===== src/design/hsvrgb_pkg.sv =====
// shared types, widths and constants of the hsv to rgb converter
// no dependencies; referenced by scoped name from every module of the block
package hsvrgb_pkg;

    // field widths
    localparam int HUE_W = 15;
    localparam int CH_W  = 8;

    // one 60 degree sector spans 3840 codes of Q9.6 hue
    localparam int SECTOR_SPAN = 3840;
    localparam int MAX_SECTOR  = 8;
    localparam int SEC_W       = 4;
    localparam int REM_W       = 12;

    // common denominator 255 * 3840 and its rounding offset
    localparam int FRAC_DEN = 979200;
    localparam int HALF_DEN = FRAC_DEN / 2;
    localparam int DEN_W    = 20;
    localparam int PROD_W   = CH_W + DEN_W;

    // split the division: shift by 8, then divide by 3825 via reciprocal
    localparam int DIV_SHIFT   = 8;
    localparam int DIV_CONST   = FRAC_DEN >> DIV_SHIFT;
    localparam int Y_W         = PROD_W - DIV_SHIFT;
    localparam int RECIP_SHIFT = 32;
    localparam int RECIP_W     = 21;
    localparam logic [RECIP_W-1:0] RECIP =
        RECIP_W'((64'd1 << RECIP_SHIFT) / DIV_CONST);
    localparam int EST_W = Y_W + RECIP_W;
    localparam int Q0_W  = EST_W - RECIP_SHIFT;
    localparam int RES_W = Y_W + 1;

    // pipeline stages ahead of the output register
    localparam int NUM_STAGES = 5;

    // sector codes
    localparam logic [SEC_W-1:0] SEC_RED    = 4'd0;
    localparam logic [SEC_W-1:0] SEC_YELLOW = 4'd1;
    localparam logic [SEC_W-1:0] SEC_GREEN  = 4'd2;
    localparam logic [SEC_W-1:0] SEC_CYAN   = 4'd3;
    localparam logic [SEC_W-1:0] SEC_BLUE   = 4'd4;

    typedef struct packed {
        logic [HUE_W-1:0] hue_deg;
        logic [CH_W-1:0]  saturation;
        logic [CH_W-1:0]  brightness;
    } pixel_in_t;

    typedef struct packed {
        logic [CH_W-1:0] red;
        logic [CH_W-1:0] green;
        logic [CH_W-1:0] blue;
    } pixel_out_t;

    // result of the sector stage
    typedef struct packed {
        logic [SEC_W-1:0] sector;
        logic [REM_W-1:0] rem;
        logic [CH_W-1:0]  saturation;
        logic [CH_W-1:0]  brightness;
    } sect_t;

    // side band that travels beside the arithmetic
    typedef struct packed {
        logic [SEC_W-1:0] sector;
        logic [CH_W-1:0]  brightness;
        logic             grey;
    } side_t;

endpackage


===== src/design/hsvrgb_sector.sv =====
// sector stage: finds the 60 degree sector of the hue and the remainder
// depends on hsvrgb_pkg
module hsvrgb_sector (
    input  logic                  aclk,
    input  logic                  en,
    input  hsvrgb_pkg::pixel_in_t pix,
    output hsvrgb_pkg::sect_t     sect
);

    logic [hsvrgb_pkg::SEC_W-1:0] sector_next;
    logic [hsvrgb_pkg::REM_W-1:0] rem_next;
    logic [hsvrgb_pkg::HUE_W-1:0] diff;
    hsvrgb_pkg::sect_t            sect_reg;

    // thresholds rise monotonically, so the last one passed wins
    always_comb begin
        sector_next = '0;
        rem_next    = pix.hue_deg[hsvrgb_pkg::REM_W-1:0];
        diff        = '0;
        for (int k = 1; k <= hsvrgb_pkg::MAX_SECTOR; k++) begin
            if (pix.hue_deg >= hsvrgb_pkg::HUE_W'(k * hsvrgb_pkg::SECTOR_SPAN)) begin
                sector_next = hsvrgb_pkg::SEC_W'(k);
                diff        = pix.hue_deg - hsvrgb_pkg::HUE_W'(k * hsvrgb_pkg::SECTOR_SPAN);
                rem_next    = diff[hsvrgb_pkg::REM_W-1:0];
            end
        end
    end

    always_ff @(posedge aclk) begin
        if (en) begin
            sect_reg.sector     <= sector_next;
            sect_reg.rem        <= rem_next;
            sect_reg.saturation <= pix.saturation;
            sect_reg.brightness <= pix.brightness;
        end
    end

    assign sect = sect_reg;

endmodule


===== src/design/hsvrgb_scale.sv =====
// two stage scaling: v * (979200 - s*k) + half, then drop the low 8 bits
// depends on hsvrgb_pkg
module hsvrgb_scale (
    input  logic                          aclk,
    input  logic                          en_mul,
    input  logic                          en_acc,
    input  logic [hsvrgb_pkg::CH_W-1:0]   sat,
    input  logic [hsvrgb_pkg::CH_W-1:0]   val,
    input  logic [hsvrgb_pkg::REM_W-1:0]  k,
    output logic [hsvrgb_pkg::Y_W-1:0]    y
);

    logic [hsvrgb_pkg::DEN_W-1:0]  prod_sk;
    logic [hsvrgb_pkg::DEN_W-1:0]  d_next;
    logic [hsvrgb_pkg::DEN_W-1:0]  d_reg;
    logic [hsvrgb_pkg::CH_W-1:0]   val_reg;
    logic [hsvrgb_pkg::PROD_W-1:0] n_sum;
    logic [hsvrgb_pkg::Y_W-1:0]    y_next;
    logic [hsvrgb_pkg::Y_W-1:0]    y_reg;

    // s*k never exceeds the denominator, so d stays non-negative
    assign prod_sk = hsvrgb_pkg::DEN_W'(sat) * hsvrgb_pkg::DEN_W'(k);
    assign d_next  = hsvrgb_pkg::DEN_W'(hsvrgb_pkg::FRAC_DEN) - prod_sk;

    always_ff @(posedge aclk) begin
        if (en_mul) begin
            d_reg   <= d_next;
            val_reg <= val;
        end
    end

    assign n_sum  = hsvrgb_pkg::PROD_W'(val_reg) * hsvrgb_pkg::PROD_W'(d_reg)
                  + hsvrgb_pkg::PROD_W'(hsvrgb_pkg::HALF_DEN);
    assign y_next = n_sum[hsvrgb_pkg::PROD_W-1:hsvrgb_pkg::DIV_SHIFT];

    always_ff @(posedge aclk) begin
        if (en_acc) begin
            y_reg <= y_next;
        end
    end

    assign y = y_reg;

endmodule


===== src/design/hsvrgb_div.sv =====
// two stage divide by 3825: reciprocal estimate, then one correction step
// depends on hsvrgb_pkg
module hsvrgb_div (
    input  logic                        aclk,
    input  logic                        en_est,
    input  logic                        en_fix,
    input  logic [hsvrgb_pkg::Y_W-1:0]  y,
    output logic [hsvrgb_pkg::CH_W-1:0] q
);

    logic [hsvrgb_pkg::EST_W-1:0] est;
    logic [hsvrgb_pkg::Q0_W-1:0]  q0_next;
    logic [hsvrgb_pkg::Q0_W-1:0]  q0_reg;
    logic [hsvrgb_pkg::Y_W-1:0]   y_reg;
    logic [hsvrgb_pkg::RES_W-1:0] back;
    logic [hsvrgb_pkg::RES_W-1:0] resid;
    logic [hsvrgb_pkg::Q0_W-1:0]  q_fix;
    logic [hsvrgb_pkg::CH_W-1:0]  q_next;
    logic [hsvrgb_pkg::CH_W-1:0]  q_reg;

    // floored reciprocal: estimate is exact or one short
    assign est     = hsvrgb_pkg::EST_W'(y) * hsvrgb_pkg::EST_W'(hsvrgb_pkg::RECIP);
    assign q0_next = est[hsvrgb_pkg::EST_W-1:hsvrgb_pkg::RECIP_SHIFT];

    always_ff @(posedge aclk) begin
        if (en_est) begin
            q0_reg <= q0_next;
            y_reg  <= y;
        end
    end

    assign back   = hsvrgb_pkg::RES_W'(q0_reg) * hsvrgb_pkg::RES_W'(hsvrgb_pkg::DIV_CONST);
    assign resid  = hsvrgb_pkg::RES_W'(y_reg) - back;
    assign q_fix  = q0_reg
                  + hsvrgb_pkg::Q0_W'(resid >= hsvrgb_pkg::RES_W'(hsvrgb_pkg::DIV_CONST));
    assign q_next = q_fix[hsvrgb_pkg::CH_W-1:0];

    always_ff @(posedge aclk) begin
        if (en_fix) begin
            q_reg <= q_next;
        end
    end

    assign q = q_reg;

endmodule


===== src/design/hsv_to_rgb_converter.sv =====
// top level of the hsv to rgb converter: stage control, side band, output mux
// depends on hsvrgb_pkg, hsvrgb_sector, hsvrgb_scale and hsvrgb_div
//
// Converts one HSV pixel (hue in degrees as unsigned Q9.6, saturation and
// brightness as k/255) to 8-bit RGB, each channel rounded half up. The block
// takes one request per clock while s_ready is high and holds six register
// stages: sector search, s*k product, v*(den - s*k) product, reciprocal
// estimate, quotient correction and the output register. The first of them
// loads at the edge that accepts the request, and the result moves through
// the others in that order before m_valid rises. The depth is set by the two
// multiplications on the brightness path and the two of the divide by the
// constant 979200, each given a stage of its own. Every stage has its own
// valid bit and holds only while the next stage is full and stalled, so
// bubbles close up and the input keeps being taken while a finished result
// waits in the output register. Zero saturation gives grey.
module hsv_to_rgb_converter (
    input  logic                   aclk,
    input  logic                   aresetn,
    input  logic                   s_valid,
    output logic                   s_ready,
    input  hsvrgb_pkg::pixel_in_t  s_data,
    output logic                   m_valid,
    input  logic                   m_ready,
    output hsvrgb_pkg::pixel_out_t m_data
);

    // side band stages 1 to 4, one entry per stage
    typedef hsvrgb_pkg::side_t side_pipe_t [1:hsvrgb_pkg::NUM_STAGES-1];

    // per stage load enables; the last entry is the output register
    logic [hsvrgb_pkg::NUM_STAGES:0]   stage_en;
    logic [hsvrgb_pkg::NUM_STAGES-1:0] valid_reg;
    logic [hsvrgb_pkg::NUM_STAGES-1:0] valid_next;
    logic                         m_valid_reg;
    logic                         m_valid_next;

    hsvrgb_pkg::sect_t            sect;
    logic [hsvrgb_pkg::REM_W-1:0] k_t;
    side_pipe_t                   side_reg;
    hsvrgb_pkg::side_t            side_next;

    logic [hsvrgb_pkg::Y_W-1:0]   y_q;
    logic [hsvrgb_pkg::Y_W-1:0]   y_t;
    logic [hsvrgb_pkg::Y_W-1:0]   y_p;
    logic [hsvrgb_pkg::CH_W-1:0]  q_val;
    logic [hsvrgb_pkg::CH_W-1:0]  t_val;
    logic [hsvrgb_pkg::CH_W-1:0]  p_val;

    hsvrgb_pkg::pixel_out_t       out_next;
    hsvrgb_pkg::pixel_out_t       out_reg;

    // a stage loads when it is empty or its contents move on
    always_comb begin
        stage_en[hsvrgb_pkg::NUM_STAGES] = ~m_valid_reg | m_ready;
        for (int i = hsvrgb_pkg::NUM_STAGES - 1; i >= 0; i--) begin
            stage_en[i] = ~valid_reg[i] | stage_en[i+1];
        end
    end

    assign s_ready = stage_en[0];

    always_comb begin
        valid_next = valid_reg;
        if (stage_en[0]) begin
            valid_next[0] = s_valid;
        end
        for (int i = 1; i < hsvrgb_pkg::NUM_STAGES; i++) begin
            if (stage_en[i]) begin
                valid_next[i] = valid_reg[i-1];
            end
        end
        m_valid_next = stage_en[hsvrgb_pkg::NUM_STAGES] ?
                       valid_reg[hsvrgb_pkg::NUM_STAGES-1] : m_valid_reg;
    end

    always_ff @(posedge aclk) begin
        if (!aresetn) begin
            valid_reg   <= '0;
            m_valid_reg <= 1'b0;
        end else begin
            valid_reg   <= valid_next;
            m_valid_reg <= m_valid_next;
        end
    end

    // stage 0: sector and remainder
    hsvrgb_sector u_sector (
        .aclk (aclk),
        .en   (stage_en[0]),
        .pix  (s_data),
        .sect (sect)
    );

    // stages 1 and 2: three scaled numerators, for q, t and p
    assign k_t = hsvrgb_pkg::REM_W'(hsvrgb_pkg::SECTOR_SPAN) - sect.rem;

    hsvrgb_scale u_scale_q (
        .aclk   (aclk),
        .en_mul (stage_en[1]),
        .en_acc (stage_en[2]),
        .sat    (sect.saturation),
        .val    (sect.brightness),
        .k      (sect.rem),
        .y      (y_q)
    );

    hsvrgb_scale u_scale_t (
        .aclk   (aclk),
        .en_mul (stage_en[1]),
        .en_acc (stage_en[2]),
        .sat    (sect.saturation),
        .val    (sect.brightness),
        .k      (k_t),
        .y      (y_t)
    );

    // a full sector span turns the q form into v*(255-s)/255
    hsvrgb_scale u_scale_p (
        .aclk   (aclk),
        .en_mul (stage_en[1]),
        .en_acc (stage_en[2]),
        .sat    (sect.saturation),
        .val    (sect.brightness),
        .k      (hsvrgb_pkg::REM_W'(hsvrgb_pkg::SECTOR_SPAN)),
        .y      (y_p)
    );

    // stages 3 and 4: divide by 3825
    hsvrgb_div u_div_q (
        .aclk   (aclk),
        .en_est (stage_en[3]),
        .en_fix (stage_en[4]),
        .y      (y_q),
        .q      (q_val)
    );

    hsvrgb_div u_div_t (
        .aclk   (aclk),
        .en_est (stage_en[3]),
        .en_fix (stage_en[4]),
        .y      (y_t),
        .q      (t_val)
    );

    hsvrgb_div u_div_p (
        .aclk   (aclk),
        .en_est (stage_en[3]),
        .en_fix (stage_en[4]),
        .y      (y_p),
        .q      (p_val)
    );

    // sector, brightness and grey flag follow the arithmetic
    always_comb begin
        side_next.sector     = sect.sector;
        side_next.brightness = sect.brightness;
        side_next.grey       = (sect.saturation == '0);
    end

    always_ff @(posedge aclk) begin
        if (stage_en[1]) begin
            side_reg[1] <= side_next;
        end
        for (int i = 2; i < hsvrgb_pkg::NUM_STAGES; i++) begin
            if (stage_en[i]) begin
                side_reg[i] <= side_reg[i-1];
            end
        end
    end

    // output: six-way permutation by sector, grey overrides
    always_comb begin
        out_next.red   = side_reg[hsvrgb_pkg::NUM_STAGES-1].brightness;
        out_next.green = side_reg[hsvrgb_pkg::NUM_STAGES-1].brightness;
        out_next.blue  = side_reg[hsvrgb_pkg::NUM_STAGES-1].brightness;
        if (!side_reg[hsvrgb_pkg::NUM_STAGES-1].grey) begin
            unique case (side_reg[hsvrgb_pkg::NUM_STAGES-1].sector)
                hsvrgb_pkg::SEC_RED: begin
                    out_next.green = t_val;
                    out_next.blue  = p_val;
                end
                hsvrgb_pkg::SEC_YELLOW: begin
                    out_next.red  = q_val;
                    out_next.blue = p_val;
                end
                hsvrgb_pkg::SEC_GREEN: begin
                    out_next.red  = p_val;
                    out_next.blue = t_val;
                end
                hsvrgb_pkg::SEC_CYAN: begin
                    out_next.red   = p_val;
                    out_next.green = q_val;
                end
                hsvrgb_pkg::SEC_BLUE: begin
                    out_next.red   = t_val;
                    out_next.green = p_val;
                end
                // magenta sector and hue at or past 360 degrees
                default: begin
                    out_next.green = p_val;
                    out_next.blue  = q_val;
                end
            endcase
        end
    end

    always_ff @(posedge aclk) begin
        if (stage_en[hsvrgb_pkg::NUM_STAGES]) begin
            out_reg <= out_next;
        end
    end

    assign m_valid = m_valid_reg;
    assign m_data  = out_reg;

endmodule

===== config.mk =====
export PLATFORM = sky130hd
export DESIGN_NAME = hsv_to_rgb_converter
export DESIGN_NICKNAME = d
export VERILOG_FILES = /design/src/design/hsvrgb_pkg.sv /design/src/design/hsvrgb_sector.sv /design/src/design/hsvrgb_scale.sv /design/src/design/hsvrgb_div.sv /design/src/design/hsv_to_rgb_converter.sv
export SDC_FILE = /design/constraint.sdc
export NUM_CORES = 2
export LEC_CHECK = 0
export BUFFER_PORTS_ARGS = -buffer_cell sky130_fd_sc_hd__buf_4
export CORE_UTILIZATION = 63
export CTS_CLUSTER_SIZE = 16
export DETAILED_ROUTE_END_ITERATION = 8
export PLACE_DENSITY = 0.79
export SLEW_MARGIN = 20
export SYNTH_ARGS = -nofsm -noshare
export SYNTH_HDL_FRONTEND = slang
export SYNTH_HIERARCHICAL = 1
export SYNTH_SLANG_ARGS = --single-unit

===== constraint.sdc =====
create_clock -name aclk -period 18.7 [get_ports aclk]
set_input_delay 1.87 -clock aclk [delete_from_list [all_inputs] [get_ports aclk]]
set_output_delay 1.87 -clock aclk [all_outputs]
set_load 0.02 [all_outputs]

Word-level counts from Yosys, hierarchy flattened
Memories as Yosys holds them, arrays and structs flattened.
Index checks and enable logic that the tools add are counted.
{ "totals": {"reg_bits": 301, "ramBits": 52, "inputBits": 35, "output_inout_bits": 26, "wordCells": 123, "n_memories": 1} }
{ "mem_list": {"columns": ["name", "depth", "width", "read_ports", "rd_ports_with_merged_regs", "wr", "line", "rtl"], "rows": [
  ["side_reg", 4, 13, 4, 0, 4, "hsv_to_rgb_converter.sv:39", "side_pipe_t side_reg;"]
]} }
{ "op_classes": {"n_addsub": 21, "multipliers": 12, "n_lt_le_gt_ge": 11, "n_eq_ne": 4, "n_mux": 27, "n_bitwise": 12, "reduce_logical": 6} }
{ "ops": {"columns": ["cell", "n"], "rows": [
  ["multiplier 20 x 21 -> 41 bit (second input constant)", 3],
  ["two-way mux 12 bit", 8],
  ["subtractor 12 bit (second input constant)", 8],
  ["adder 28 x 19 -> 28 bit (second input constant)", 3],
  ["multiplier 8 x 20 -> 28 bit", 3],
  ["one-hot mux 8 bit (3 select lines)", 3],
  ["greater-or-equal comparator 21 x 12 -> 1 bit (second input constant)", 3],
  ["multiplier 9 x 12 -> 21 bit (second input constant)", 3],
  ["subtractor 20 x 21 -> 21 bit", 3],
  ["greater-or-equal comparator 15 bit (second input constant)", 4],
  ["subtractor 20 bit (first input constant)", 3],
  ["multiplier 8 x 12 -> 20 bit", 2],
  ["greater-or-equal comparator 15 x 14 -> 1 bit (second input constant)", 2],
  ["adder 8 x 1 -> 8 bit", 3],
  ["two-way mux 24 bit", 1],
  ["greater-or-equal comparator 15 x 12 -> 1 bit (second input constant)", 1],
  ["greater-or-equal comparator 15 x 13 -> 1 bit (second input constant)", 1],
  ["multiplier 8 x 4 -> 12 bit (second input constant)", 1],
  ["two-way mux 3 bit", 4],
  ["subtractor 12 bit (first input constant)", 1],
  ["two-way mux 1 bit", 9],
  ["equality test 4 x 2 -> 1 bit (second input constant)", 2],
  ["logical NOT 8 bit", 1],
  ["OR reduction 2 bit", 4],
  ["6 further kinds", 17]
]} }

Logic depth before layout (Yosys ltp)
{ "depth": {"depth_word": 9, "mapped_depth": 25, "mapped_depth_nobuf": 24} }

Cells and area by module
The synthesis kept the hierarchy.
{ "by_module_without_submodules": {"columns": ["module", "instances", "cells_per_inst", "area_each_um2", "seq_area_each_um2"], "rows": [
  ["hsvrgb_div (u_div_p ...)", 2, 888, 9182.6, 1111.1],
  ["hsvrgb_scale (u_scale_p)", 1, 1056, 9874.5, 1441.4],
  ["hsvrgb_scale (u_scale_q)", 1, 1028, 9728.1, 1441.4],
  ["hsvrgb_scale (u_scale_t)", 1, 1016, 9605.5, 1441.4],
  ["hsvrgb_div (u_div_t)", 1, 930, 9361.5, 1111.1],
  ["hsv_to_rgb_converter", 1, 250, 3572.2, 2402.3],
  ["hsvrgb_sector", 1, 151, 1766.7, 960.9]
]} }

Worst setup path before layout
OpenSTA, ideal clock, no wires.
{ "synth_path": {"path_type": "flip-flop to flip-flop", "startpoint": "register u_div_p/q0_reg[2] (netlist bit)", "endpoint": "register u_div_p.q_reg, in the netlist u_div_p/q[6] (data pin)", "t_arrival_ps": 5622, "required_time_ps": 18436, "path_slack_ps": 12814, "stages_incl_launch_ff": 23, "synth_period_minus_slack_ps": 5886, "cell_sequence": "edfxtp_1 > fa_1 > inv_1 > fa_1 > inv_1 > fa_1 > fa_1 > inv_1 > fa_1 > inv_1 > ha_1 > a21oi_1 > o21ai_0 > a21o_1 > a22oi_2 > a21oi_4 > a211o_2 > a2111oi_2 > nand3_1 > ha_1 > ha_1 > nand4_1 > xnor2_1"} }
{ "synth_via": {"elab_chain_len": 4} }
{ "synth_rtl": {"columns": ["item", "line", "rtl"], "rows": [
  ["from (decl)", "hsvrgb_div.sv:13", "logic [hsvrgb_pkg::Q0_W-1:0] q0_reg;"],
  ["from (signal assigned)", "hsvrgb_div.sv:27", "q0_reg <= q0_next;"],
  ["multiplier 9 x 12 -> 21 bit", "hsvrgb_div.sv:32", "assign back = hsvrgb_pkg::RES_W'(q0_reg) * hsvrgb_pkg::RES_W'(hsvrgb_pkg::DIV_CONST);"],
  ["subtractor 20 x 21 -> 21 bit", "hsvrgb_div.sv:33", "assign resid = hsvrgb_pkg::RES_W'(y_reg) - back;"],
  ["greater-or-equal comparator 21 x 12 -> 1 bit", "hsvrgb_div.sv:35", "+ hsvrgb_pkg::Q0_W'(resid >= hsvrgb_pkg::RES_W'(hsvrgb_pkg::DIV_CONST));"],
  ["adder 8 x 1 -> 8 bit (*)", "hsvrgb_div.sv:35", null],
  ["via u_div_p.q_fix, one bit", "hsvrgb_div.sv:17", "logic [hsvrgb_pkg::Q0_W-1:0] q_fix;"],
  ["to (signal assigned)", "hsvrgb_div.sv:40", "q_reg <= q_next;"],
  ["to (decl)", "hsvrgb_div.sv:19", "logic [hsvrgb_pkg::CH_W-1:0] q_reg;"]
]} }
The timed path passes the listed nets; every way through them passes the cells marked *.
A chain may end at the register's enable or synchronous reset.

Worst setup path after layout
{ "layout_path": {"startpoint": "register u_sector.sect_reg, in the netlist u_sector/sect[16]", "endpoint": "register u_scale_t/d_reg[18] (netlist bit) (data pin)"} }
{ "layout_via": {"elab_chain_len": 3} }
{ "layout_rtl": {"columns": ["item", "line", "rtl"], "rows": [
  ["from (decl)", "hsvrgb_sector.sv:13", "hsvrgb_pkg::sect_t sect_reg;"],
  ["subtractor 12 bit", "hsv_to_rgb_converter.sv:95", "assign k_t = hsvrgb_pkg::REM_W'(hsvrgb_pkg::SECTOR_SPAN) - sect.rem;"],
  ["via k_t, one bit", "hsv_to_rgb_converter.sv:38", "logic [hsvrgb_pkg::REM_W-1:0] k_t;"],
  ["multiplier 8 x 12 -> 20 bit", "hsvrgb_scale.sv:22", "assign prod_sk = hsvrgb_pkg::DEN_W'(sat) * hsvrgb_pkg::DEN_W'(k);"],
  ["subtractor 20 bit", "hsvrgb_scale.sv:23", "assign d_next = hsvrgb_pkg::DEN_W'(hsvrgb_pkg::FRAC_DEN) - prod_sk;"],
  ["via u_scale_t.d_next, one bit", "hsvrgb_scale.sv:14", "logic [hsvrgb_pkg::DEN_W-1:0] d_next;"],
  ["to (signal assigned)", "hsvrgb_scale.sv:27", "d_reg <= d_next;"],
  ["to (decl)", "hsvrgb_scale.sv:15", "logic [hsvrgb_pkg::DEN_W-1:0] d_reg;"]
]} }
The timed path passes the listed nets, and every way through them passes these cells.

==> flow_summary.ini <==
[critical_path]
endpoint_kind = register
timing.rr.end = u_scale_t/d_reg[18]
critPathLaunchType = register
crit_type = register to register
rrSetupSlack_ps = 12150
worstRegToRegCells = 19
timing.rr.start = u_sector/sect[16]
worstPathMaxFanout = 20
cp.required_ps = 19060
worst_ep_arrival_time_ps = 6910

[routing]
wl_per_cell_um = 17.1
antenna_left = 0
drc = 0
num_vias = 42209
drt_iter0_drc = 2310
via_per_inst = 5.52
wirelength_um = 131000
first_pass_iters = 6

[floorplanning]
io_pins = 61
std_cell_rows = 114
chipHeight_um = 316
die_w_um = 316
die_area_mm2 = 0.100
initial_utilization = 0.640
core_mm2 = 0.0973

[final_layout]
final_net_count = 8344
largest_reg_flops = 52
drive_above_1_share = 0.0402
antenna_cells = 0
area_growth_pct = 6.08

[synthesis]
synthTopCellsByCount = inv_1, ha_1, fa_1
syn-cell-area_mm2 = 0.0623
postSynth.asyncResetShare = 0
ys_types = 115
yosysTopAreaCellShare = 0.286
synth_top_area_cell = fa_1
synth_cells = 6207
synth_seq_cells = 369
syn_avg_cell_area_um2 = 10.0
yosysMostFrequentCell = inv_1
synth_flop_cell = edfxtp_1
synth.area.top_cells = fa_1, ha_1, edfxtp_1, inv_1, and2_1
synth_edf_count = 363
yosysWarningCount = 6
synth-seq-area-share = 0.177

[min_path]
hp-class = register to register
worstHoldStart = side_reg[0][9]
hold_path_end = side_reg[0][22]
holdPathStages = 0

[sta]
grt_setup_unrepaired = false
period_needed_ps = 6550
slew_headroom = 0.311
drv_slew = 0
fmax_ghz = 0.153
finalHoldViolCount = 0
period_share = 0.350
fin_skew_ps = 48.5
fin_setup_tns_ps = 0
finalSetupViolCount = 0
worst_slew_pin_slew_ps = 1030

[grt]
grt_max_degree = 84
grt_pass1_vias = 45520
grtUsageTotal = 0.273
antenna_found_initial = 4
grt-ovfl-total = 0
grt_pass1_wl_um = 220000

[clock_network]
cts_buffer_depth = 3
cts_tree = built
cts_root_buf = clkbuf_16
cts_buffers = 47
clock_latency_ps = 660
cts-resized-gates = 0
cts-htree-levels = 2
cts_setup_buffers = 0
clock_sinks = 369
cts-hold-fix-buffers = 0
clkTransAtPathRegs_ps = 60

[placement]
place.gp.congestion = 0.910
dp_hpwl_um = 107000
port_buffers = 60

[flow_run]
cap_violations = 0

[run_status]
status = finished, final reports clean
[through the flow]
step	cell area [um^2]	cells	util	setup WS, ps	hold slack [ps]
floorplan	62600	6301	-	12810	400
CTS	66000	7639	0.679	12160	410
finish	66100	7640	0.679	12150	411
global placement	64400	7552	0.662	12340	402
detailed placement	64400	7552	0.662	12220	405
global route	66100	7640	0.679	11750	416
[cell usage in the layout, fill, tap and decap left out, types with 19 or more instances in the layout]
cell / n
a211oi_1: 29
a21o_1: 64
a21oi_1: 189
a31oi_1: 19
and2_1: 418
and3_1: 28
buf_4: 77
clkbuf_16: 47
conb_1: 96
edfxtp_1: 363
fa_1: 891
ha_1: 1092
inv_1: 1547
mux2i_1: 20
nand2_1: 479
nand3_1: 71
nand4_1: 29
nor2_1: 128
nor2b_1: 20
nor3_1: 43
o21ai_0: 86
o21bai_1: 21
or2_2: 19
xnor2_1: 141
xor2_1: 62
[final cells by class]
cell class                      count  area, um^2
Clock buffer                       49        1180
Fill cell                        7308       31200
Clock inverter                     38         435
Sequential cell                   369       11000
Multi-Input combinational cell   4282       45400
Timing Repair Buffer               78         606
Inverter                         1548        5810
Tap cell                         1276        1600
[worst max path at each step]
stage | end | startpoint | cells past startpoint | slack [ps]
4_1_cts | u_scale_t/d_reg[18] | u_sector/sect[16] | 19 | 12160
5_1_grt | u_scale_t/d_reg[18] | u_sector/sect[16] | 19 | 11750
3_3_place_gp | u_scale_t/d_reg[18] | u_sector/sect[16] | 19 | 12340
2_1_floorplan | u_div_p/q[6] | u_div_p/q0_reg[2] | 22 | 12810
6_report | u_scale_t/d_reg[18] | u_sector/sect[16] | 19 | 12150
3_5_place_dp | u_scale_t/d_reg[18] | u_sector/sect[16] | 19 | 12220
[critical path, cell delays in order (launching register included)]
cell and delay [ps]:
edfxtp_1 620, inv_1 140, ha_1 180, nor3b_1 480, nand2_1 130, xnor2_1 510
nand2_1 190, fa_1 590, fa_1 450, fa_1 550, inv_1 50, fa_1 470
inv_1 40, ha_1 320, a21o_1 220, a221o_2 440, a221o_1 330, o21ba_1 210
o41ai_2 230, xnor2_1 110
[kinds of logic after synthesis]
logic type / count (synthesis) / synth area share
flip-flops: 369 / 0.177
multiplexers: 26 / 0.00430
other: 2 / 0.000121
buffers and inverters: 1650 / 0.0999
adder cells (fa/ha/maj): 1983 / 0.506
AND/OR/NAND/NOR: 1334 / 0.111
XOR/XNOR: 203 / 0.0286
AO/OA/AOI/OAI: 640 / 0.0737
[layer usage]
metal,GRT usage,share of wire,vias to the layer above
li1,-,-,20001
met1,0.352,0.43,20963
met2,0.476,0.49,999
met3,0.0314,0.048,240
met4,0.0927,0.031,6
met5,0,0.00034,-
Power is left out: the tool's default activity adds up to more than one toggle a clock period on the data nets, which glitch-free logic cannot reach.
